===== src/hdl/fmd_ram.sv =====
// Generic single-port-write, single-port-read RAM with registered read.
module fmd_ram #(
  parameter int WIDTH = 16,
  parameter int DEPTH = 64
) (
  input  logic                     clk,
  input  logic                     we,
  input  logic [$clog2(DEPTH)-1:0] waddr,
  input  logic [WIDTH-1:0]         wdata,
  input  logic [$clog2(DEPTH)-1:0] raddr,
  output logic [WIDTH-1:0]         rdata
);
  logic [WIDTH-1:0] mem [DEPTH];

  always_ff @(posedge clk) begin
    if (we) mem[waddr] <= wdata;
    rdata <= mem[raddr];
  end
endmodule


===== config.mk =====
export PLATFORM = sky130hd
export DESIGN_NAME = fmd_ram
export DESIGN_NICKNAME = d
export VERILOG_FILES = /design/src/hdl/fmd_ram.sv
export SDC_FILE = /design/constraint.sdc
export NUM_CORES = 1
export LEC_CHECK = 0
export BUFFER_PORTS_ARGS = -buffer_cell sky130_fd_sc_hd__buf_2
export CORE_MARGIN = 10
export CORE_UTILIZATION = 45
export DETAILED_ROUTE_END_ITERATION = 16
export GPL_TIMING_DRIVEN = 0
export PLACE_DENSITY = 0.71
export SLEW_MARGIN = 20
export SYNTH_ARGS = -nofsm -noshare
export SYNTH_HDL_FRONTEND = slang
export SYNTH_SLANG_ARGS = --single-unit

===== constraint.sdc =====
create_clock -name clk -period 3.3 [get_ports clk]
set_input_delay 0.495 -clock clk [delete_from_list [all_inputs] [get_ports clk]]
set_output_delay 0.495 -clock clk [all_outputs]
set_load 0.005 [all_outputs]

==> Word-level counts from Yosys, hierarchy flattened <==
Memory sizes are Yosys's and may differ from the RTL's. A register that Yosys moved wholly into a read port is not among the register bits.
Index checks and enable logic that the tools add are counted.
W data, S select, Z words.
{ "totals": {"reg_bits": 0, "ramBits": 1024, "in_bits": 30, "output_inout_bits": 16, "word_cells": 3, "memories": 1} }
{ "op_classes": {"muxes": 2} }
{ "memory_table": {"columns": ["memory", "depth", "width", "read_ports", "rd_clocked_by_memory_dff", "write_ports", "line", "rtl"], "rows": [
  ["mem", 64, 16, 1, 1, 1, "13", "logic [WIDTH-1:0] mem [DEPTH];"]
]} }
{ "ops": {"columns": ["operator", "count"], "rows": [
  ["$mux W1", 2]
]} }

==> Longest topological paths before layout <==
{ "depth": {"ltp_word": 2, "mapped_depth": 10, "depth_no_buf": 5} }

==> Worst setup path after synthesis <==
Ideal clock, no wire load.
{ "synth_timing": {"kind": "in2reg", "startpoint": "input waddr[3]", "endpoint": "memory mem[48][0], enable pin", "setup_time_ns": 0.409, "t_arrival_ns": 2.121, "required_time_ns": 2.891, "setup_slack_ns": 0.770, "path_stages": 4, "n_path_buf": 1, "path_cell_list": "clkbuf_1 -> nor2b_1 -> nand4b_1 -> nor3_1"} }
{ "synth_lines": {"columns": ["item", "line", "rtl"], "rows": [
  ["start: declaration", "8", "input logic [$clog2(DEPTH)-1:0] waddr,"],
  ["end: declaration", "13", null]
]} }
Straight into the memory's write port.

==> flow_metrics.py <==
metrics = {
    "synth": {
        "synth_nets": 1859,
        "yosysMostFrequentCell": "edfxtp_1",
        "synth.area.top_cells": "edfxtp_1 (77%), mux4_2 (12%), mux2i_1 (2.1%)",
        "synth_ff_type": "edfxtp_1",
        "yosysSeqAreaShare_pct": 77.59,
        "avgSynthCellArea_um2": 21.89,
        "synth_top_area_share_pct": 76.79,
        "netlist_instances": 1829,
        "synth_cell_types": 43,
        "ys_warn_count": 0,
        "synth_edf_count": 1024,
        "yosys.area.top_type": "edfxtp_1",
        "syn_area_um2": 40040,
        "synth_seq_cells": 1040,
        "ys_async_sr_fraction_pct": 0,
        "ys_top_cells_by_count": "edfxtp_1 (1,024), mux4_2 (220), mux2i_1 (85)",
    },
    "route": {
        "via_per_inst": 6.119,
        "post_drt_wl_per_cell_um": 30.81,
        "detail_route.first_pass.iterations": 5,
        "drc": 0,
        "vias": 20020,
        "drt_iter0_drc": 2861,
        "antenna_left": 0,
        "wl_um": 100800,
    },
    "timing": {
        "finalCritPeriodShare_pct": 83.79,
        "hold_viol": 0,
        "finClkSkew_ps": 20.02,
        "slew_headroom_pct": 28.78,
        "worst_pin_slew_ps": 1065,
        "max_freq_ghz": 0.3617,
        "setup_tns_ps": 0,
        "min_period_ps": 2765,
        "rsz0062_at_grt": "false",
        "drv_slew": 0,
        "hold_ws_ps": 423.9,
        "setup_violations": 0,
        "fin_ws_ps": 535.0,
    },
    "critical_path": {
        "r2r_end": "rdata[9]",
        "cp-startpoint": "raddr[2]",
        "rr_worst_depth": 5,
        "ff2ff_setup_slack_ps": 840,
        "cp.required_ps": 3780,
        "r2r-start": "mem[19][9]",
        "critPathKind": "in2reg",
        "crit_end": "rdata[4]",
        "path_max_fanout": 10,
        "endpoint_kind": "flop",
        "cp.arrival_ps": 3240,
        "crit_path_start_kind": "primary input",
    },
    "final_layout": {
        "area_delta_synth_final_pct": 14.17,
        "nFillCells": 6677,
        "design_area_um2": 45720,
        "drive_gt1_share_pct": 30.02,
        "multi_input_area_um2": 8404,
        "nets": 2053,
        "seq_area_um2": 31070,
    },
    "flow_run": {
        "cap_viol_max_count": 0,
    },
    "floorplanning": {
        "io_pins": 46,
        "die-area_um2": 101300,
        "die_x_um": 318.3,
        "initial_core_util_pct": 45.31,
        "core_um2": 88370,
        "dieHeight_um": 318.3,
        "rows": 109,
    },
    "placed_design": {
        "dp_hpwl_um": 64680,
        "portBuffers": 38,
        "place_worst_setup_slack_ps": 21.08,
        "postPlaceCellArea_um2": 42580,
        "gp_congestion": 0.8688,
    },
    "cts": {
        "cts_tree": "done",
        "post_cts_buffers": 0,
        "clockBufferDepth": 3,
        "clock-sinks": 1040,
        "cts-root-buf": "clkbuf_16",
        "cts.reportedPaths.clkPinSlew_ps": 60,
        "hold_buffers": 0,
        "cts.repair.resized": 0,
        "clk_latency_ps": 660,
        "numCtsBuffers": 99,
        "h-tree-depth": 3,
    },
    "power": {
        "ir_worst_vdd_mv": 0.3919,
        "power_density_nw_per_um2": 592.7,
        "leakage_nw": 14.41,
    },
    "grt": {
        "first_global_vias": 20100,
        "grt-ovfl-total": 0,
        "grt_usage_pct": 19.56,
        "antenna_found_initial": 7,
        "grt_pass1_wl_um": 144900,
        "grt_max_degree": 65,
    },
    "worst_hold_path": {
        "hold_path_class": "in2reg",
        "min_from": "wdata[5]",
    },
    "run_status": {
        "run_status": "completed",
    },
}
[logic make-up after synthesis]
logic type	synth area share, %
flops	77.59
mux	15.52
simple gates	2.647
compound gates	2.409
buf+inv	1.831
[area by class of cell]
cell class / count / share of cell area, %
Clock buffer: 128 / 5.865
Clock inverter: 55 / 0.9689
Sequential cell: 1040 / 67.96
Timing Repair Buffer: 93 / 2.023
Multi-Input combinational cell: 685 / 18.38
Buffer: 104 / 1.604
Tap cell: 1165 / 3.188
Antenna cell: 1 / 0.005474
[worst max-delay path: stages]
cell	delay, ps
buf_2	240
buf_2	390
buf_2	470
buf_2	370
mux2i_1	350
nand3_1	140
a31oi_1	570
a311oi_1	180
[worst min-delay path by stage]
| stage | to | slack, ps | cells after the start |
|---|---|---|---|
| 6_report | mem[22][5] | 420 | 1 |
| 3_5_place_dp | rdata[12] | 880 | 1 |
| 3_3_place_gp | rdata[5] | 880 | 1 |
| 5_1_grt | mem[12][8] | 430 | 1 |
| 2_1_floorplan | mem[0][0] | 590 | 0 |
| 4_1_cts | mem[6][8] | 420 | 1 |
[per-stage QoR]
step,util [%],std cells,power [mW]
CTS,51.71,3270,27.20
floorplan,-,1829,15.68
global route,51.73,3270,27.80
finish,51.73,3271,27.10
detailed placement,48.18,3087,16.39
global placement,47.17,3032,16.33
[sequential cells by signal (all words and copies together) (netlist names)]
signal,count
mem,1024
rdata,16
[layout by cell type, fill, tap and decap left out, types with 17 or more instances in the layout]
cell	count
edfxtp_1	1024
mux4_2	220
clkbuf_16	103
mux2i_1	85
nor2_2	64
nand2_1	59
buf_2	58
buf_6	48
clkbuf_1	48
a22oi_1	39
buf_4	31
nor2b_1	30
mux2_2	27
buf_8	25
nand3_1	24
clkinv_2	23
a21oi_1	17
[report_power, final]
part           switching [mW]  internal [mW]  leakage (nW)
registers              0.0287           14.6          9.35
logic                   0.964          0.511          3.52
clock network            4.76           6.21          1.53
[routing by layer]
metal / vias up / GRT usage (%) / share of wire [%]
met5: - / 0 / 0.023
met2: 1181 / 30.63 / 48
met4: 4 / 7.552 / 4.1
met1: 10510 / 26.32 / 38
li1: 8103 / - / -
met3: 217 / 4.714 / 10
Note: power is estimated with default switching activity, not from simulation.
