<file path="src/hdl/fmd_pkg.sv">
// Package: shared types, constants and tables for the FM demodulator.
package fmd_pkg;

  localparam int CHAN_TAPS_DEF = 64;
  localparam int MPX_TAPS_DEF  = 64;
  localparam int CORDIC_STEPS  = 15;
  localparam int REG_IDX_W     = 1;
  localparam int CFG_DATA_W    = 16;

  localparam logic [REG_IDX_W-1:0] REG_FM_GAIN    = 1'd0;
  localparam logic [REG_IDX_W-1:0] REG_DEC_FACTOR = 1'd1;

  localparam logic [15:0] FM_GAIN_RST    = 16'd4096;
  localparam logic [4:0]  DEC_FACTOR_RST = 5'd3;

  localparam logic [1:0] MODE_SAMPLE   = 2'd0;
  localparam logic [1:0] MODE_CHAN_TAP = 2'd1;
  localparam logic [1:0] MODE_MPX_TAP  = 2'd2;

  typedef enum logic [3:0] {
    ST_IDLE, ST_CLEAR, ST_CMAC, ST_CDRAIN, ST_DISC_A, ST_DISC_B, ST_DISC_C,
    ST_CORDIC, ST_GAIN, ST_GAIN_B, ST_MMAC, ST_MDRAIN, ST_OUT
  } state_t;

  typedef struct packed {
    logic        clr;
    logic        en;
  } mac_ctl_t;

  function automatic logic [13:0] cordic_angle(input logic [3:0] i);
    case (i)
      4'd0:  cordic_angle = 14'd8192;
      4'd1:  cordic_angle = 14'd4836;
      4'd2:  cordic_angle = 14'd2555;
      4'd3:  cordic_angle = 14'd1297;
      4'd4:  cordic_angle = 14'd651;
      4'd5:  cordic_angle = 14'd326;
      4'd6:  cordic_angle = 14'd163;
      4'd7:  cordic_angle = 14'd81;
      4'd8:  cordic_angle = 14'd41;
      4'd9:  cordic_angle = 14'd20;
      4'd10: cordic_angle = 14'd10;
      4'd11: cordic_angle = 14'd5;
      4'd12: cordic_angle = 14'd3;
      4'd13: cordic_angle = 14'd1;
      4'd14: cordic_angle = 14'd1;
      default: cordic_angle = 14'd0;
    endcase
  endfunction

  // round Q30 accumulator to Q15 with saturation
  function automatic logic signed [15:0] round_q15(input logic signed [47:0] acc);
    logic signed [47:0] t;
    t = (acc + 48'sd16384) >>> 15;
    if (t > 48'sd32767) round_q15 = 16'sh7fff;
    else if (t < -48'sd32768) round_q15 = -16'sh8000;
    else round_q15 = t[15:0];
  endfunction

endpackage

</file>
<file path="src/hdl/fmd_cordic.sv">
// Iterative CORDIC vectoring unit: angle in units of pi/32768.
module fmd_cordic (
  input  logic               clk,
  input  logic               rst,
  input  logic               start,
  input  logic signed [32:0] x_in,
  input  logic signed [32:0] y_in,
  output logic               done,
  output logic signed [15:0] angle
);
  // x grows by about 1.65 plus the 90 degree turn: 35 bits are enough
  logic signed [35:0] x, y;
  logic signed [17:0] z;
  logic [3:0]         step;
  logic               busy;
  logic               zero_vec;
  logic signed [35:0] dx, dy;
  logic signed [35:0] xs, ys;

  assign dx = y >>> step;
  assign dy = x >>> step;
  assign xs = 36'(x_in);
  assign ys = 36'(y_in);

  always_ff @(posedge clk) begin
    if (rst) begin
      busy <= 1'b0;
      done <= 1'b0;
    end else begin
      done <= 1'b0;
      if (start) begin
        busy     <= 1'b1;
        step     <= '0;
        zero_vec <= (x_in == '0) && (y_in == '0);
        if (x_in < 0) begin
          if (y_in >= 0) begin
            x <= ys; y <= -xs; z <= 18'sd16384;
          end else begin
            x <= -ys; y <= xs; z <= -18'sd16384;
          end
        end else begin
          x <= xs; y <= ys; z <= '0;
        end
      end else if (busy) begin
        if (y > 0) begin
          x <= x + dx; y <= y - dy; z <= z + 18'(fmd_pkg::cordic_angle(step));
        end else begin
          x <= x - dx; y <= y + dy; z <= z - 18'(fmd_pkg::cordic_angle(step));
        end
        if (step == 4'(fmd_pkg::CORDIC_STEPS - 1)) begin
          busy <= 1'b0;
          done <= 1'b1;
        end
        step <= step + 4'd1;
      end
    end
  end

  always_comb begin
    if (zero_vec) angle = '0;
    else if (z > 18'sd32767) angle = 16'sh7fff;
    else if (z < -18'sd32768) angle = -16'sh8000;
    else angle = z[15:0];
  end

  a_done_after_busy: assert property (@(posedge clk) disable iff (rst)
    done |-> $past(busy)) else $error("cordic done without run");
  a_no_start_busy: assert property (@(posedge clk) disable iff (rst)
    done |-> !busy) else $error("cordic busy after done");
  a_step_zero: assert property (@(posedge clk) disable iff (rst)
    $past(start) |-> step == 4'd0) else $error("cordic step not cleared");
endmodule

</file>
<file path="config.mk">
export PLATFORM = sky130hd
export DESIGN_NAME = fmd_cordic
export DESIGN_NICKNAME = d
export VERILOG_FILES = /design/src/hdl/fmd_pkg.sv /design/src/hdl/fmd_cordic.sv
export SDC_FILE = /design/constraint.sdc
export NUM_CORES = 1
export LEC_CHECK = 0
export BUFFER_PORTS_ARGS = -buffer_cell sky130_fd_sc_hd__buf_2
export CAP_MARGIN = 20
export CORE_MARGIN = 1
export CORE_UTILIZATION = 50
export DETAILED_ROUTE_END_ITERATION = 8
export GPL_TIMING_DRIVEN = 0
export PLACE_DENSITY = 0.81
export SKIP_LAST_GASP = 1
export SYNTH_ARGS = -nofsm -noshare
export SYNTH_HDL_FRONTEND = slang
export SYNTH_SLANG_ARGS = --single-unit
</file>
<file path="constraint.sdc">
create_clock -name clk -period 6.25 [get_ports clk]
set_input_delay 0.3125 -clock clk [delete_from_list [all_inputs] [get_ports clk]]
set_output_delay 0.3125 -clock clk [all_outputs]
set_load 0.01 [all_outputs]
</file>
---- Yosys cells after proc, flatten, opt, wreduce, memory -nomap -nowiden ----
Memory sizes are Yosys's and may differ from the RTL's. A register that Yosys moved wholly into a read port is not among the register bits.
Index checks and enable logic that the tools add are counted.
storage, ports and cells
  ROM bits ................................ 448
  word-level logic and storage cells ...... 70
  memories kept ........................... 2
  register bits after elaboration ......... 97
operators by class
  magnitude comparators ................... 5
  add/sub/neg operators ................... 9
  bitwise logic cells ..................... 2
  equal/unequal tests ..................... 1
  reduce and logical (&&, ||, !) cells .... 7
  shift operators ......................... 2
  multiplexer cells ....................... 35
memories
  memory            words  width  read ports  clocked after Yosys merged registers in  write ports  line           RTL
  (name not given)  16     14     1           1                                        0            fmd_pkg.sv:31  case (i)
  (name not given)  16     14     1           1                                        0            fmd_pkg.sv:31
operators by type and width
  kind                  count
  $mux 36               10
  $mux 14               8
  $mux 18               5
  $add 36x36->36        2
  $neg 33->36           2
  $sshr 36x4->36        2
  $sub 36x36->36        2
  $logic_not 33->1      2
  $mux 16               3
  $gt 36x1->1 const B   1
  $ge 33x1->1 const B   1
  $lt 33x1->1 const B   1
  $mux 4                5
  $add 18x14->18        1
  $gt 18x16->1 const B  1
  $lt 18x16->1 const B  1
  $sub 18x14->18        1
  $add 4x1->4 const B   1
  $eq 4x4->1 const B    1
  $mux 1                4
  $reduce_and 2->1      2
  $reduce_or 3->1       1
  $not 1->1             2
  $reduce_bool 2->1     1
  $logic_and 1x1->1     1

---- Logic depth before layout (Yosys ltp) ----
  depth in word-level cells ............... 9
  depth in mapped cells ................... 26
  gate-level depth less buffers ........... 22

---- Worst setup path before layout ----
OpenSTA, ideal clock, no wires.
  kind .................................... reg2reg
  start point ............................. reg step[0]
  end point ............................... reg y[35] (data pin)
  data arrival time ....................... 5.671 ns
  data required time ...................... 6.105 ns
  cell stages (with the launch flop) ...... 27
  library setup time ...................... 0.145 ns
  setup slack ............................. 0.434 ns
  period minus slack after synthesis ...... 5.816 ns
  path buffers ............................ 6
  path through ............................ edfxtp_1 -> buf_2 -> buf_2 -> buf_2 -> buf_1 -> clkbuf_1 -> nand2_1 -> a31o_2 -> ha_1 -> nand3b_1 -> nor2_1 -> and3_1 -> clkbuf_1 -> a21oi_1 -> a21oi_1 -> xnor2_1 -> ha_1 -> a21o_1 -> a21o_1 -> a21o_1 -> a32o_1 -> a31o_2 -> o41ai_1 -> nor2_1 -> a2111oi_0 -> xnor3_1 -> o21ai_1
between the ends
  word-level cells in the longest chain between the ends .. 5
  elaborated cells on any way between the ends .. 6
  those cells by class .................... add/sub (2); shift (1); mux (3)
RTL lines
  what                                                     line                                RTL
  start: declaration                                       fmd_cordic.sv:14                    logic [3:0] step;
  start signal: assignment                                 fmd_cordic.sv:54                    step <= step + 4'd1;
  $sshr 36x4->36 (*)                                       fmd_cordic.sv:21                    assign dy = x >>> step;
  $add 36x36->36 / $sub 36x36->36 (equally long branches)  fmd_cordic.sv:48, fmd_cordic.sv:46
  $mux 36 (*)                                              fmd_cordic.sv:45                    if (y > 0) begin
  $mux 36 (*)                                              fmd_cordic.sv:44                    end else if (busy) begin
  $mux 36 (*)                                              fmd_cordic.sv:31                    if (start) begin
  end signal: assignment                                   fmd_cordic.sv:39                    x <= -ys; y <= xs; z <= -18'sd16384;
  end signal: assignment                                   fmd_cordic.sv:46                    x <= x + dx; y <= y - dy; z <= z + 18'(fmd_pkg::cordic_angle(step));
  end signal: assignment                                   fmd_cordic.sv:48                    x <= x - dx; y <= y + dy; z <= z - 18'(fmd_pkg::cordic_angle(step));
  end: declaration                                         fmd_cordic.sv:12                    logic signed [35:0] x, y;
Mark *: on every way between the ends. The rest lies on a longest branch, timed or not. The select of a mux whose other input is x is not followed.
A chain may end at the register's enable or synchronous reset.

---- Final worst setup path ----
  start point ............................. reg step[2]
  end point ............................... reg y[35] (data pin)
The elaborated chain is that of the path after synthesis.

==> results <==
- Before antenna repair, the detailed router went through 6 iterations.
- The final standard cell area without fillers is 18000 um^2.
- The run finished, with violations left.
- The global-route usage over all layers is 37.6%.
- The CTS tree is yes.
- The number of hold buffers added after CTS was 0.
- After detailed routing, the number of vias per cell comes to 6.96.
- The clock reaches the later pin of the worst-skew pair after 380 ps.
- The worst path required time is between 6000 and 7000 ps.
- The share of post-route cells with drive strength above 1 is 15.3%.
- The library cell used most frequently in the layout, excluding fill and tap cells, is nand2_1.
- The post-route worst setup slack is -6.73 ps.
- The sum of negative setup slack is -6.73 ps.
- In the layout the commonest cells are 186 x nand2_1, 149 x nor2_1, 140 x o21ai_0.
- The number of instances in the synthesized netlist is ~2000.
- For this configuration, the core starts out at a cell density of 51.2%.
- For this run the aggregate overflow at the end of global routing stands at 0.
- The count of buffers inserted at the top-level ports is 84.
- The average size of a mapped cell is around 8.3 um^2.
- The floorplan die height is ~180 um.
- The number of max-cap violations is 0.
- The number of global-route vias before repair is ~16000.
- For this run, the leading register cell type out of synthesis is edfxtp_1.
- The sequential element share of the synthesized area is 19.5%.
- The number of sinks on the clock net is about 110.
- The most numerous cell type found on the critical path is nor2_1.
- The initial antenna violation count is 2.
- The worst-case IR drop observed on VDD is between 0.0002 and 0.00025 V.
- Measured along the x axis, the die boundary spans 182 um.
- The number of synthesis warnings is 0.
- The count of nets left with antenna violations once routing finished came out at 0.
- After the flow finishes, the layout carries non-filler instances totaling 2470.
- The startpoint-to-endpoint class of the critical path is reg2reg.
- After detailed placement, the total cell area comes to 17200 um^2.
- The synthesized design contains 111 register bits.
- The repair_antennas step left the layout with diodes totalling 0.
- Entering global routing, the biggest net connects 76 pins.
- The clock root buffer master is clkbuf_16.
- In this run, CTS created clock tree buffers numbering 9.
- After detailed routing, the average wire length per cell comes to 25.6 um.
- The final-report setup violation count is 1.
- In this run the count of I/O pins placed on the die edge is 86.
- The register cell area after layout is 3170 um^2.
- The path class of the tightest hold or removal check is in2reg.
- The post-synthesis instance area is 16200 um^2.
- For this design the static power due to leakage is 7.16 nW.
- The wire length of the first global-routing pass is about 95000 um.
- The H-tree depth is 3.
- Summed over all layers, the routed wires come to approximately 63000 um.
- For this design, the slowest cell found on the critical path is edfxtp_1.
- Along the worst path, the maximum fanout reaches 10.
- The worst setup path is launched from a flop.
- The total via count in the routed design is 17200.
- The multi-input logic area is 12600 um^2.
- The detailed router finished its first iteration with 2410 violations.
- Counting flops with a built-in enable in the synthesized netlist gives 95.
- The register-to-register path setup slack is -7 ps.
- The arrival time at the worst endpoint is 6470 ps.
- Before CTS, the worst setup slack after placement is -1770 ps.
- Setup repair after global routing could not meet its margin everywhere.
- The floorplan step defined a die boundary enclosing 33200 um^2.
- The worst max-slew margin expressed relative to the limit is 28.0%.
- The congestion estimate from routability-driven global placement came to 1.08.
- The final reports fail on setup timing.
- The async set-or-reset flop fraction in the synthesized netlist is 0%.
- The core region is 31700 um^2.
- Synthesis produced a netlist with a net count of 2131.
- The synthesis-to-finish area growth is 10.7%.
- The type of element capturing the critical path is a flop.
- The final critical-path required period is 6260 ps.
- In the routed design, unresolved DRC markers number 0.
- The number of failing hold endpoints at the final stage is 0.
- The count of cell types in the netlist is 84.
- Across the routed clock network, the largest skew measured is 17.6 ps.
- After clock tree synthesis, the clock-pin slew on the worst setup and hold paths is 90 ps.
- For this run, the top clock speed supported by timing is 160 MHz.
- The longest clock path from root to sink contains 2 buffers.
- After legalization and detailed placement, the total HPWL measured 49300 um.
- For the pin with the worst max-slew slack, the measured transition is 1070 ps.
- The net count of the finished layout is about 2200.
- The max-slew violation count is 0.
- In this run the power density over the cells is 355 nW/um^2.
- The maximum cell stage delay along the critical path is 510 ps.
- The overall power of the completed layout is around 6.4 mW.
- The number of inserted filler cells in the final layout is 2888.
- The instance count after placement with tap cells included is 2445.
- Traced cell by cell, the critical path runs through clkbuf_4, buf_4, clkbuf_4, clkbuf_2, nor2_1, a21oi_1, ha_1, nand3b_1, nor2_1, and2_1, nor2_1, xnor2_1, ha_1, a21oi_1, o21ai_0, a221oi_4, a31oi_4, a31o_2, o41ai_4, nor2_1, a2111oi_2, xnor3_1, o21ai_1.
- After layout, the worst path uses 100% of the clock period.
- The placement row count is 65.
metal layers:
metal / up-vias / global-route usage (%) / routed length, um
met5: - / 0 / 19
met3: 266 / 10.6 / 8840
met4: 4 / 19.0 / 3660
met2: 1251 / 55.7 / 26500
li1: 7594 / - / -
met1: 8075 / 49.8 / 24300
power by group:
part / switching (mW) / internal [mW]
Clock: 0.286 / 0.301
Combinational: 2.61 / 1.84
Sequential: 0.296 / 1.05
Total: 3.19 / 3.19
worst paths after layout:
check,startpoint,end,depth (start not counted)
max reg2reg,step[2],y[35],23
max,step[2],y[35],23
min,rst,done,3
min reg2reg,busy,done,2
cell type report:
| type | count | share of cell area [%] |
|---|---|---|
| buffer | 111 | 3.36 |
| clock buffer | 12 | 1.43 |
| clock inverter | 4 | 0.195 |
| inverter | 56 | 1.18 |
| multi-input combinational | 1677 | 70.4 |
| sequential | 111 | 17.7 |
| tap | 402 | 2.80 |
| timing repair buffer | 97 | 2.98 |
critical path, delay by kind of cell, from the launching register on:
family / cells / cell delay [ps]
buf+inv: 4 / 1230
simple gates: 6 / 780
xor+xnor: 2 / 720
compound gates: 9 / 2220
fa+ha+maj: 2 / 600
flops: 1 / 510
through the flow:
step                hold WS, ps  utilization (%)
global route                331             56.7
global placement            489             54.1
floorplan                   473                -
finish                      299             56.7
detailed placement          508             54.2
CTS                         293             55.8
cell families (layout without fill, tap and decap cells):
group                      count (synthesis)  in the layout  share of synthesized area (%)
and+or+nand+nor                          590            590                           17.3
xor gates and xnor gates                 197            197                           10.7
muxes                                    188            188                           16.2
buffers and inverters                    170            280                           4.43
DFF                                      111            111                           19.5
AOI/OAI and AO/OA                        598            598                           23.6
adders and majority gates                104            104                           8.15
repair_timing:
action / 4_1_cts / 5_1_grt
pin swaps: 0 / 12
endpoints found under the setup margin: 30 / 20
buffers inserted: 3 / 8
gates resized for setup: 49 / 67
Yosys cell counts (24+ instances only):
cell type	number	share of area, %
a21o_1	47	2.2
a21oi_1	125	3.9
a31oi_1	32	1.2
clkbuf_1	71	1.6
edfxtp_1	95	18
ha_1	101	7.8
inv_1	53	1.2
mux2_2	31	2.2
mux2i_1	94	5.8
mux4_2	56	7.8
nand2_1	187	4.3
nand2b_1	24	0.92
nand3_1	41	1.3
nor2_1	150	3.5
nor3_1	50	1.5
o211ai_1	58	2.7
o21a_1	36	1.7
o21ai_0	143	4.4
xnor2_1	105	5.7
xor2_1	91	4.9
(Power assumes the default switching activity.)
