==> config.mk <==
export PLATFORM = sky130hd
export DESIGN_NAME = fmd_mac
export DESIGN_NICKNAME = d
export VERILOG_FILES = /design/src/hdl/fmd_pkg.sv /design/src/hdl/fmd_mac.sv
export SDC_FILE = /design/constraint.sdc
export NUM_CORES = 1
export LEC_CHECK = 0
export BUFFER_PORTS_ARGS = -buffer_cell sky130_fd_sc_hd__buf_2
export CORE_MARGIN = 2
export CORE_UTILIZATION = 40
export CTS_BUF_LIST = sky130_fd_sc_hd__clkbuf_4 sky130_fd_sc_hd__clkbuf_8
export CTS_CLUSTER_DIAMETER = 40
export DETAILED_ROUTE_END_ITERATION = 16
export GPL_ROUTABILITY_DRIVEN = 1
export PLACE_DENSITY_LB_ADDON = 0.3
export SETUP_SLACK_MARGIN = 0.05
export SLEW_MARGIN = 30
export SYNTH_ARGS = -nofsm -noshare
export SYNTH_HDL_FRONTEND = slang
export SYNTH_SLANG_ARGS = --single-unit
==> constraint.sdc <==
create_clock -name clk -period 17.7 [get_ports clk]
set_clock_uncertainty 0.1 [all_clocks]
set_input_delay 4.425 -clock clk [delete_from_list [all_inputs] [get_ports clk]]
set_output_delay 4.425 -clock clk [all_outputs]
set_load 0.005 [all_outputs]
==> src/hdl/fmd_pkg.sv <==
// Package: shared types, constants and tables for the FM demodulator.
package fmd_pkg;

  localparam int CHAN_TAPS_DEF = 64;
  localparam int MPX_TAPS_DEF  = 64;
  localparam int CORDIC_STEPS  = 15;
  localparam int REG_IDX_W     = 1;
  localparam int CFG_DATA_W    = 16;

  localparam logic [REG_IDX_W-1:0] REG_FM_GAIN    = 1'd0;
  localparam logic [REG_IDX_W-1:0] REG_DEC_FACTOR = 1'd1;

  localparam logic [15:0] FM_GAIN_RST    = 16'd4096;
  localparam logic [4:0]  DEC_FACTOR_RST = 5'd3;

  localparam logic [1:0] MODE_SAMPLE   = 2'd0;
  localparam logic [1:0] MODE_CHAN_TAP = 2'd1;
  localparam logic [1:0] MODE_MPX_TAP  = 2'd2;

  typedef enum logic [3:0] {
    ST_IDLE, ST_CLEAR, ST_CMAC, ST_CDRAIN, ST_DISC_A, ST_DISC_B, ST_DISC_C,
    ST_CORDIC, ST_GAIN, ST_GAIN_B, ST_MMAC, ST_MDRAIN, ST_OUT
  } state_t;

  typedef struct packed {
    logic        clr;
    logic        en;
  } mac_ctl_t;

  function automatic logic [13:0] cordic_angle(input logic [3:0] i);
    case (i)
      4'd0:  cordic_angle = 14'd8192;
      4'd1:  cordic_angle = 14'd4836;
      4'd2:  cordic_angle = 14'd2555;
      4'd3:  cordic_angle = 14'd1297;
      4'd4:  cordic_angle = 14'd651;
      4'd5:  cordic_angle = 14'd326;
      4'd6:  cordic_angle = 14'd163;
      4'd7:  cordic_angle = 14'd81;
      4'd8:  cordic_angle = 14'd41;
      4'd9:  cordic_angle = 14'd20;
      4'd10: cordic_angle = 14'd10;
      4'd11: cordic_angle = 14'd5;
      4'd12: cordic_angle = 14'd3;
      4'd13: cordic_angle = 14'd1;
      4'd14: cordic_angle = 14'd1;
      default: cordic_angle = 14'd0;
    endcase
  endfunction

  // round Q30 accumulator to Q15 with saturation
  function automatic logic signed [15:0] round_q15(input logic signed [47:0] acc);
    logic signed [47:0] t;
    t = (acc + 48'sd16384) >>> 15;
    if (t > 48'sd32767) round_q15 = 16'sh7fff;
    else if (t < -48'sd32768) round_q15 = -16'sh8000;
    else round_q15 = t[15:0];
  endfunction

endpackage

==> src/hdl/fmd_mac.sv <==
// Shared multiply-accumulate unit: registered product, then accumulate.
module fmd_mac (
  input  logic               clk,
  input  fmd_pkg::mac_ctl_t  ctl,
  input  logic signed [15:0] a,
  input  logic signed [15:0] b,
  output logic signed [47:0] acc
);
  logic signed [31:0] prod;
  logic               prod_vld;

  always_ff @(posedge clk) begin
    prod     <= a * b;
    prod_vld <= ctl.en;
    if (ctl.clr) acc <= '0;
    else if (prod_vld) acc <= acc + 48'(prod);
  end
endmodule

# Yosys cells after proc, flatten, opt, wreduce, memory -nomap -nowiden
# Index checks and enable logic that the tools add are counted.
word_totals:
  out_inout_bits: 48
  wordCells: 5
  input_bits: 35
  regBits: 81
classes:
  n_mul: 1
  n_addsub: 1
ops:
  columns: ["operator", "count"]
  rows:
  - ["adder 48 x 32 -> 48 bit", 1]
  - ["multiplier 16 x 16 -> 32 bit", 1]

# Longest topological paths before layout
# Gate-level depths: netlist (run 1).
logic_depth:
  ltp_word: 1
  ltp_mapped: 25
  depth_no_buf: 24

# Least setup slack after synthesis (run 1)
# Ideal clock, no wire load.
synth_timing:
  path_type: "input to register"
  from: "in b[1]"
  to: "reg prod[30]"
  slack_ps: 7686
  arrival_time_ps: 9841
  t_required_ps: 17528
  stages: 23
  setup_time_ps: 72
  path_buffers: 1
  path_cell_list: "clkbuf_1 -> and2_1 -> fa_1 -> fa_1 -> ha_1 -> inv_1 -> fa_1 -> inv_1 -> fa_1 -> inv_1 -> fa_1 -> inv_1 -> ha_1 -> a2111oi_2 -> o21ai_1 -> a21boi_1 -> a211o_1 -> a221o_1 -> a21bo_2 -> a21oi_2 -> o21bai_1 -> a21oi_2 -> xnor2_1"
synth_between:
  elab_chain_cells: 1
synth_rtl:
  columns: ["element", "line", "text"]
  rows:
  - ["start, declared", "fmd_mac.sv:6", "input logic signed [15:0] b,"]
  - ["multiplier 16 x 16 -> 32 bit", "fmd_mac.sv:13", "prod <= a * b;"]
  - ["end signal, assigned", "fmd_mac.sv:13", null]
  - ["end, declared", "fmd_mac.sv:9", "logic signed [31:0] prod;"]
# No other way between the ends.
# A chain may end at the register's enable or synchronous reset.

# Worst setup path in the final report (run 1)
layout_timing:
  from: "in a[14]"
  to: "reg prod[31]"
layout_between:
  elab_chain_cells: 1
layout_rtl:
  columns: ["element", "line", "text"]
  rows:
  - ["start, declared", "fmd_mac.sv:5", "input logic signed [15:0] a,"]
  - ["multiplier 16 x 16 -> 32 bit", "fmd_mac.sv:13", null]
# No other way between the ends.

==> results.txt, run 1 <==
The flow ran to the end, and the final reports show no timing, DRC or antenna violations. Yosys instantiated no cell more often than sky130_fd_sc_hd__inv_1. The data required time at the worst endpoint came out at 17850 ps. The number of clock buffers added by TritonCTS is 9. For this run, the number of Yosys warnings is 0.

After synthesis, the netlist uses 68 different library cells. TritonCTS built the clock tree. The initialized floorplan defines 70 standard-cell rows. For this run, the leading register cell type out of synthesis is sky130_fd_sc_hd__dfxtp_1.

By count the netlist is led by sky130_fd_sc_hd__inv_1, sky130_fd_sc_hd__fa_1, sky130_fd_sc_hd__nand2_1, sky130_fd_sc_hd__ha_1, sky130_fd_sc_hd__and2_1. The wire length per cell came out at 15.8 um. The number of max-slew violations in the final report is 0.

The die boundary height is 196 um. The achievable clock frequency came out at 0.0987 GHz. In this run, the number of DRC markers left after iteration 0 of detailed routing was 537. The number of nets in the layout came out at 2138. The worst setup path is of the input port to flop kind. The via count of the first global-routing pass is 11600. The fraction of the yosys area taken by sequential cells is 0.110.

Entering global routing, the biggest net connects 52 pins. After filler insertion, the fill cell instance count of the layout stands at 3585. The post-cts hold buffer count is 0.

The number of endpoints with negative hold slack in the final report came out at 0. The number of setup buffers added after CTS is 0. The max capacitance violation total is 0. Counting stages on the worst path, the most repeated cell is sky130_fd_sc_hd__fa_1. The cell with the largest stage delay on the worst path is sky130_fd_sc_hd__fa_1. During I/O placement, the number of pins put on the boundary was 83.

The repair_antennas step left the layout with diodes totalling 0. For the worst-skew pair, the clock arrives at the later sink with an insertion delay of 370 ps. The area of the placeable core is 36500 um2. The setup TNS is 0 ps. The die outline area is 38500 um2. The share of Yosys cell area claimed by the top area cell type came out at 0.356. The number of flops mapped to enable cells by yosys is 0.

The detailed-route wire length on metal 1 came out at 17.3 mm. The H-tree was split into 3 levels. The worst setup path is captured at a flop.

The HPWL after detailed placement came out at 28.9 mm. The post-synthesis register bit count came out at 81. Dividing the final minimum period by the clock period gives 0.572. Of all cell types, the one taking the most synthesized area is sky130_fd_sc_hd__fa_1.

Wire segments on met2 add up to 15.5 mm in the final route. In the final layout, the multi-input gates occupy 11700 um2. The delay of the slowest critical-path stage came out at 540 ps. The final routed DRC violation total came out at 0. Across every metal layer, demand over resource in global routing totals 0.189.

The clock-pin slew on the worst setup and hold paths is 100 ps. The worst path arrival time came out at 10280 ps. The area taken by flip-flops and latches is 1620 um2. The count of nets left with antenna violations once routing finished came out at 0. The area added between synthesis and finish came out at 6.77%. For this configuration, the core starts out at a cell density of 0.404.

The number of port buffers came out at 82. The path class of the tightest hold or removal check is flop to flop. Walking the worst path, the cells encountered are buf_2 > and2_1 > fa_1 > inv_1 > fa_1 > inv_1 > fa_1 > fa_1 > fa_1 > inv_1 > fa_1 > inv_1 > ha_1 > a21o_1 > nor4b_1 > a21oi_1 > o21ai_1 > o21bai_1 > nor4_1 > nor2_1 > a311oi_1 > xnor2_1. The first global-routing pass estimated 59.0 mm of wire. Counting I/O delays and the setup requirement, the final critical path takes 10130 ps.

The number of nets produced by synthesis came out at 2098. The via-per-instance ratio is 5.04. Synthesis produced a netlist whose cell count is 1671. The worst-margin pin slew came out at 792 ps. Ranked by total cell area, the synthesized netlist is headed by sky130_fd_sc_hd__fa_1, sky130_fd_sc_hd__dfxtp_1, sky130_fd_sc_hd__ha_1.

Setup violations remaining at the end of the flow were counted as 0. The worst pin sits at a relative slew slack of 0.471. The cell area after synthesis came out at 14800 um2. The via count came out at 11000. The TritonCTS sink count is 81. The number of antenna violations at the first check in global routing is 1.

The cell sitting at the root of the clock tree is a sky130_fd_sc_hd__clkbuf_8. The final weighted congestion in routability-driven placement is 0.874. The kind of start point of the critical path is an input port. The share of post-route cells with drive strength above 1 came out at 0.0699. The clock passes through at most 2 buffers. The highest metal layer carrying signal wires in the routed design is met4. The post-cts repair resize count is 0. The floorplan die width came out at 196 um. The average instance area after synthesis is 8.84 um2. The proportion of synthesized flip-flops having asynchronous set or reset came out at 0. The total global routing overflow came out at 0.

Summed over all layers, the routed wires come to 34.6 mm. The largest fanout on the critical path came out at 16. The total iterations of the first detailed-routing run is 6. The met3 layer wire length in the routed design is 1.49 mm. Setup repair after global routing left no endpoint under its margin.
-- through the flow --
stage,hold slack (ps),worst slack [ps],area [um2],util,instances
after floorplan,374,7690,14800,-,1671
after CTS,390,7590,15800,0.432,2184
after detailed placement,373,7190,15600,0.426,2168
after global placement,376,7290,15600,0.426,2168
final,388,7570,15800,0.432,2184
after global routing,438,7210,15800,0.432,2184
-- cell usage in the layout, fill, tap and decap left out, types with 3 or more instances in the layout --
cell / instances
sky130_fd_sc_hd__a32o_1: 3
sky130_fd_sc_hd__nor3_1: 15
sky130_fd_sc_hd__buf_2: 82
sky130_fd_sc_hd__and3_1: 3
sky130_fd_sc_hd__dfxtp_1: 80
sky130_fd_sc_hd__a31oi_1: 11
sky130_fd_sc_hd__nand2b_1: 10
sky130_fd_sc_hd__clkbuf_8: 10
sky130_fd_sc_hd__o311ai_0: 3
sky130_fd_sc_hd__o21ai_0: 38
sky130_fd_sc_hd__o31a_1: 3
sky130_fd_sc_hd__o21bai_1: 12
sky130_fd_sc_hd__xor2_1: 17
sky130_fd_sc_hd__o211ai_1: 4
sky130_fd_sc_hd__inv_1: 334
sky130_fd_sc_hd__a21o_1: 38
sky130_fd_sc_hd__a21boi_0: 4
sky130_fd_sc_hd__nand2_1: 166
sky130_fd_sc_hd__and2_1: 128
sky130_fd_sc_hd__nor2_1: 90
sky130_fd_sc_hd__fa_1: 263
sky130_fd_sc_hd__or3_1: 6
sky130_fd_sc_hd__nand4_1: 11
sky130_fd_sc_hd__a21bo_2: 3
sky130_fd_sc_hd__xnor2_1: 48
sky130_fd_sc_hd__nor2b_1: 6
sky130_fd_sc_hd__o21ai_1: 4
sky130_fd_sc_hd__a211oi_1: 13
sky130_fd_sc_hd__a21oi_2: 4
sky130_fd_sc_hd__o22ai_1: 4
sky130_fd_sc_hd__ha_1: 129
sky130_fd_sc_hd__a21oi_1: 64
sky130_fd_sc_hd__o21a_1: 12
sky130_fd_sc_hd__nand3_1: 16
sky130_fd_sc_hd__mux2i_1: 28
-- final cells by class --
class / count / area share
inverters: 334 / 0.0795
well taps: 468 / 0.0371
repair buffers: 84 / 0.0270
clock inverters: 6 / 0.00365
flip-flops and latches: 81 / 0.103
multi-input cells: 1201 / 0.741
clock buffers: 10 / 0.00873
-- worst paths after layout --
| path | startpoint | end | slack [ps] | cells after the start |
|---|---|---|---|---|
| worst min-delay path | acc[31] | acc[31] | 390 | 2 |
| worst min register to register | acc[31] | acc[31] | 390 | 2 |
| worst max register to register | prod[31] | acc[47] | 14190 | 10 |
| worst max-delay path | a[14] | prod[31] | 7570 | 22 |
-- state kept, by name, summed over array words and instances (netlist names) --
| name | count |
|---|---|
| prod | 32 |
| acc | 48 |
| prod_vld | 1 |
-- routing by layer --
layer	up-vias	GRT usage
li1	5341	-
met1	5386	0.275
met2	262	0.310
met3	26	0.0182
met4	0	0.0348
met5	-	0
-- worst max-delay path, delay by kind of cell --
kind	cells	cell delay, ps
and+or+nand+nor	4	840
xor gates and xnor gates	1	120
AOI/OAI and AO/OA	5	1130
adders and majority gates	7	3340
buffers and inverters	5	400
-- kinds of logic (layout without fill, tap and decap cells) --
| logic type | after synthesis | count (layout) | share of synthesized area |
|---|---|---|---|
| xor+xnor | 65 | 65 | 0.0385 |
| simple gates | 466 | 466 | 0.153 |
| mux | 29 | 29 | 0.0197 |
| flops | 81 | 81 | 0.110 |
| buf+inv | 389 | 434 | 0.0989 |
| fa+ha+maj | 392 | 392 | 0.466 |
| compound gates | 249 | 249 | 0.114 |
Power of run 1 is left out: the tool's default activity adds up to more than one toggle a clock period on the data nets, which glitch-free logic cannot reach.
==> inputs of run 2 (changes only) <==
==> constraint.sdc (replaced) <==
create_clock -name clk -period 10.6 [get_ports clk]
set_clock_uncertainty 0.1 [all_clocks]
set_input_delay 2.65 -clock clk [delete_from_list [all_inputs] [get_ports clk]]
set_output_delay 2.65 -clock clk [all_outputs]
set_load 0.005 [all_outputs]
==> results.txt, run 2 (synthesis results as in run 1) <==
The buffering stage count on the worst path with inverters included is 5 (unchanged). The number of endpoints with negative hold slack in the final report is 0 (unchanged). The flip-flop count of the largest register, all copies and words added came out at 48 (unchanged). Most frequent cells in the layout: sky130_fd_sc_hd__inv_1, sky130_fd_sc_hd__fa_1, sky130_fd_sc_hd__nand2_1 (unchanged).

The worst path arrival time is 8500 ps (was 10280 ps). The number of antenna violations at the first check in global routing came out at 0 (was 1). The global-route wire length before repair came to 59.7 mm (was 59.0 mm). The TritonCTS sink count is 81 (unchanged). The number of nets in the layout is 2138 (unchanged).

The source of the critical timing path is a[14] (unchanged). The TritonCTS clock tree is yes (unchanged). The start point of the worst min-delay path is acc[31] (unchanged).

The total iterations of the first detailed-routing run came out at 5 (was 6). RSZ-0062 raised after global routing: false (unchanged). The worst path needs 8350 ps of the cycle, external delays included. The die outline area came out at 38500 um2 (unchanged). The number of ports placed on the die boundary came out at 83 (unchanged). The clock root buffer master was sky130_fd_sc_hd__clkbuf_8 (unchanged). The final wirelength came to 34.7 mm (was 34.6 mm). The data required time at the worst endpoint came out at 10750 ps (was 17850 ps). The die boundary height is 196 um (unchanged). The largest fanout on the critical path is 16 (unchanged). The post-cts repair resize count came out at 0 (unchanged). The initial cell density of the core came out at 0.404 (unchanged). The total of fill cells in the finished design is 3605 (was 3585). The start of the worst register-to-register path is prod[31] (unchanged). The floorplan die width came to 196 um (unchanged). The worst-margin pin slew came to 816 ps (was 792 ps). The number of max-slew violations in the final report is 0 (unchanged). The clock-pin slew on the worst setup and hold paths is 90 ps (was 100 ps).

For this run, the top clock speed supported by timing is 0.120 GHz. The max capacitance violation total is 0 (unchanged). Series of cell instances along the critical path: buf_2 > and2_1 > fa_1 > inv_1 > fa_1 > inv_1 > fa_1 > fa_1 > fa_1 > inv_1 > fa_1 > inv_1 > ha_1 > a21o_1 > nor4b_1 > a21oi_1 > o21ai_1 > o21bai_1 > nor4_1 > nor2_1 > a311oi_1 > xnor2_1 (unchanged). The via-per-instance ratio is 5.03 (was 5.04). The HPWL after detailed placement was 29.0 mm (was 28.9 mm).

The remaining max-slew budget at the tightest pin was 0.455 (was 0.471). The area of the placeable core is 36500 um2 (unchanged). The global routing usage summed across all routing layers came to 0.190 (was 0.189).

The area added between synthesis and finish is 6.95% (was 6.77%). The most common cell after layout, fill and taps aside is sky130_fd_sc_hd__inv_1 (unchanged). The number of port buffers came to 82 (unchanged). The largest register by flop count is acc (unchanged). The kind of start point of the critical path is an input port (unchanged). The class of the most critical setup path was input port to flop (unchanged). The final routed DRC violation total came out at 0 (unchanged). The DRC violation total after the first TritonRoute iteration is 537 (unchanged).

The final antenna-violating net count was 0 (unchanged). The largest net degree at the start of global routing is 52 (unchanged). The final weighted congestion in routability-driven placement came out at 0.874 (about the same). In the finished design, the share of the clock period the worst path needs comes to 0.788. The post-cts hold buffer count came out at 0 (unchanged). The critical path's most frequent cell is sky130_fd_sc_hd__fa_1 (unchanged). The maximum level of the CTS H-tree is 3 (unchanged). The setup TNS came out at 0 ps (unchanged). The element type at the critical path end is a flop (unchanged). The floorplan row count came out at 70 (unchanged). The wire length per cell is 15.9 um (was 15.8 um). The count of endpoints failing setup in the final report came out at 0 (unchanged).

The share of post-route cells with drive strength above 1 came out at 0.0699 (unchanged). The number of setup buffers added after CTS is 0 (unchanged). The delay of the slowest critical-path stage is 540 ps (about the same). The worst-skew pair later-pin latency is 370 ps (about the same). The via count is 11000 (about the same). The total global routing overflow is 0 (unchanged). Largest registers: acc: 48 flops, prod: 32 flops, prod_vld: 1 flops (unchanged). The number of CTS-inserted buffers came out at 9 (unchanged). The type of the worst min-delay path is flop to flop (unchanged). The total inserted antenna cells came out at 0 (unchanged). The number of buffers between clock root and the deepest sink is 2 (unchanged). The kind of cell adding the most delay to the critical path is adder cells (unchanged). The via count of the first global-routing pass came out at 11800 (was 11600).

The cell with the largest stage delay on the worst path is sky130_fd_sc_hd__fa_1 (unchanged). Run status: complete, no violations (unchanged).
[run 2: cell types whose count changed in the layout (fill, tap and decap cells not counted), sizes merged]
cell      change
clkinvlp      +3
clkinv        -2
bufinv        +2
inv           -3
[run 2: worst reg2reg max path, stage by stage, from the launching register on]
cell	delay (ps)
sky130_fd_sc_hd__dfxtp_1	850
sky130_fd_sc_hd__ha_1	470
sky130_fd_sc_hd__a21o_1	230
sky130_fd_sc_hd__o21bai_1	160
sky130_fd_sc_hd__a221oi_1	310
sky130_fd_sc_hd__o21bai_1	90
sky130_fd_sc_hd__a2111oi_0	540
sky130_fd_sc_hd__o22ai_1	180
sky130_fd_sc_hd__mux2i_1	260
sky130_fd_sc_hd__xnor2_1	150
sky130_fd_sc_hd__nor2_1	50
[run 2: per-stage QoR]
step | worst slack, ps | utilization | hold WS (ps) | std cells | area (um2)
final | 2250 | 0.433 | 386 | 2184 | 15800
after global routing | 1890 | 0.433 | 441 | 2184 | 15800
after CTS | 2240 | 0.433 | 390 | 2184 | 15800
after detailed placement | 1870 | 0.426 | 373 | 2168 | 15600
after global placement | 1950 | 0.426 | 376 | 2168 | 15600
after floorplan | 2360 | - | 374 | 1671 | 14800
[run 2: metal layers]
layer,global-route usage,part of all wire,vias up
li1,-,-,5327
met1,0.278,0.50,5373
met2,0.309,0.45,245
met3,0.0187,0.042,30
met4,0.0365,0.0090,0
met5,0,0,-
[run 2: path summary, 6_finish.rpt]
kind         endpoint  slack, ps  depth (start not counted)
max reg2reg   acc[47]       7080                         10
min reg2reg   acc[31]        390                          2
min           acc[31]        390                          2
max          prod[31]       2250                         22
[run 2: layout make-up]
cell class	instances	area [um2]	area share
Tap cell	468	586	0.0371
Inverter	334	1250	0.0794
Timing Repair Buffer	84	425	0.0269
Clock inverter	6	91.3	0.00578
Clock buffer	10	131	0.00832
Sequential cell	81	1620	0.103
Multi-Input combinational cell	1201	11700	0.740
Power of run 2 is left out for the same reason.
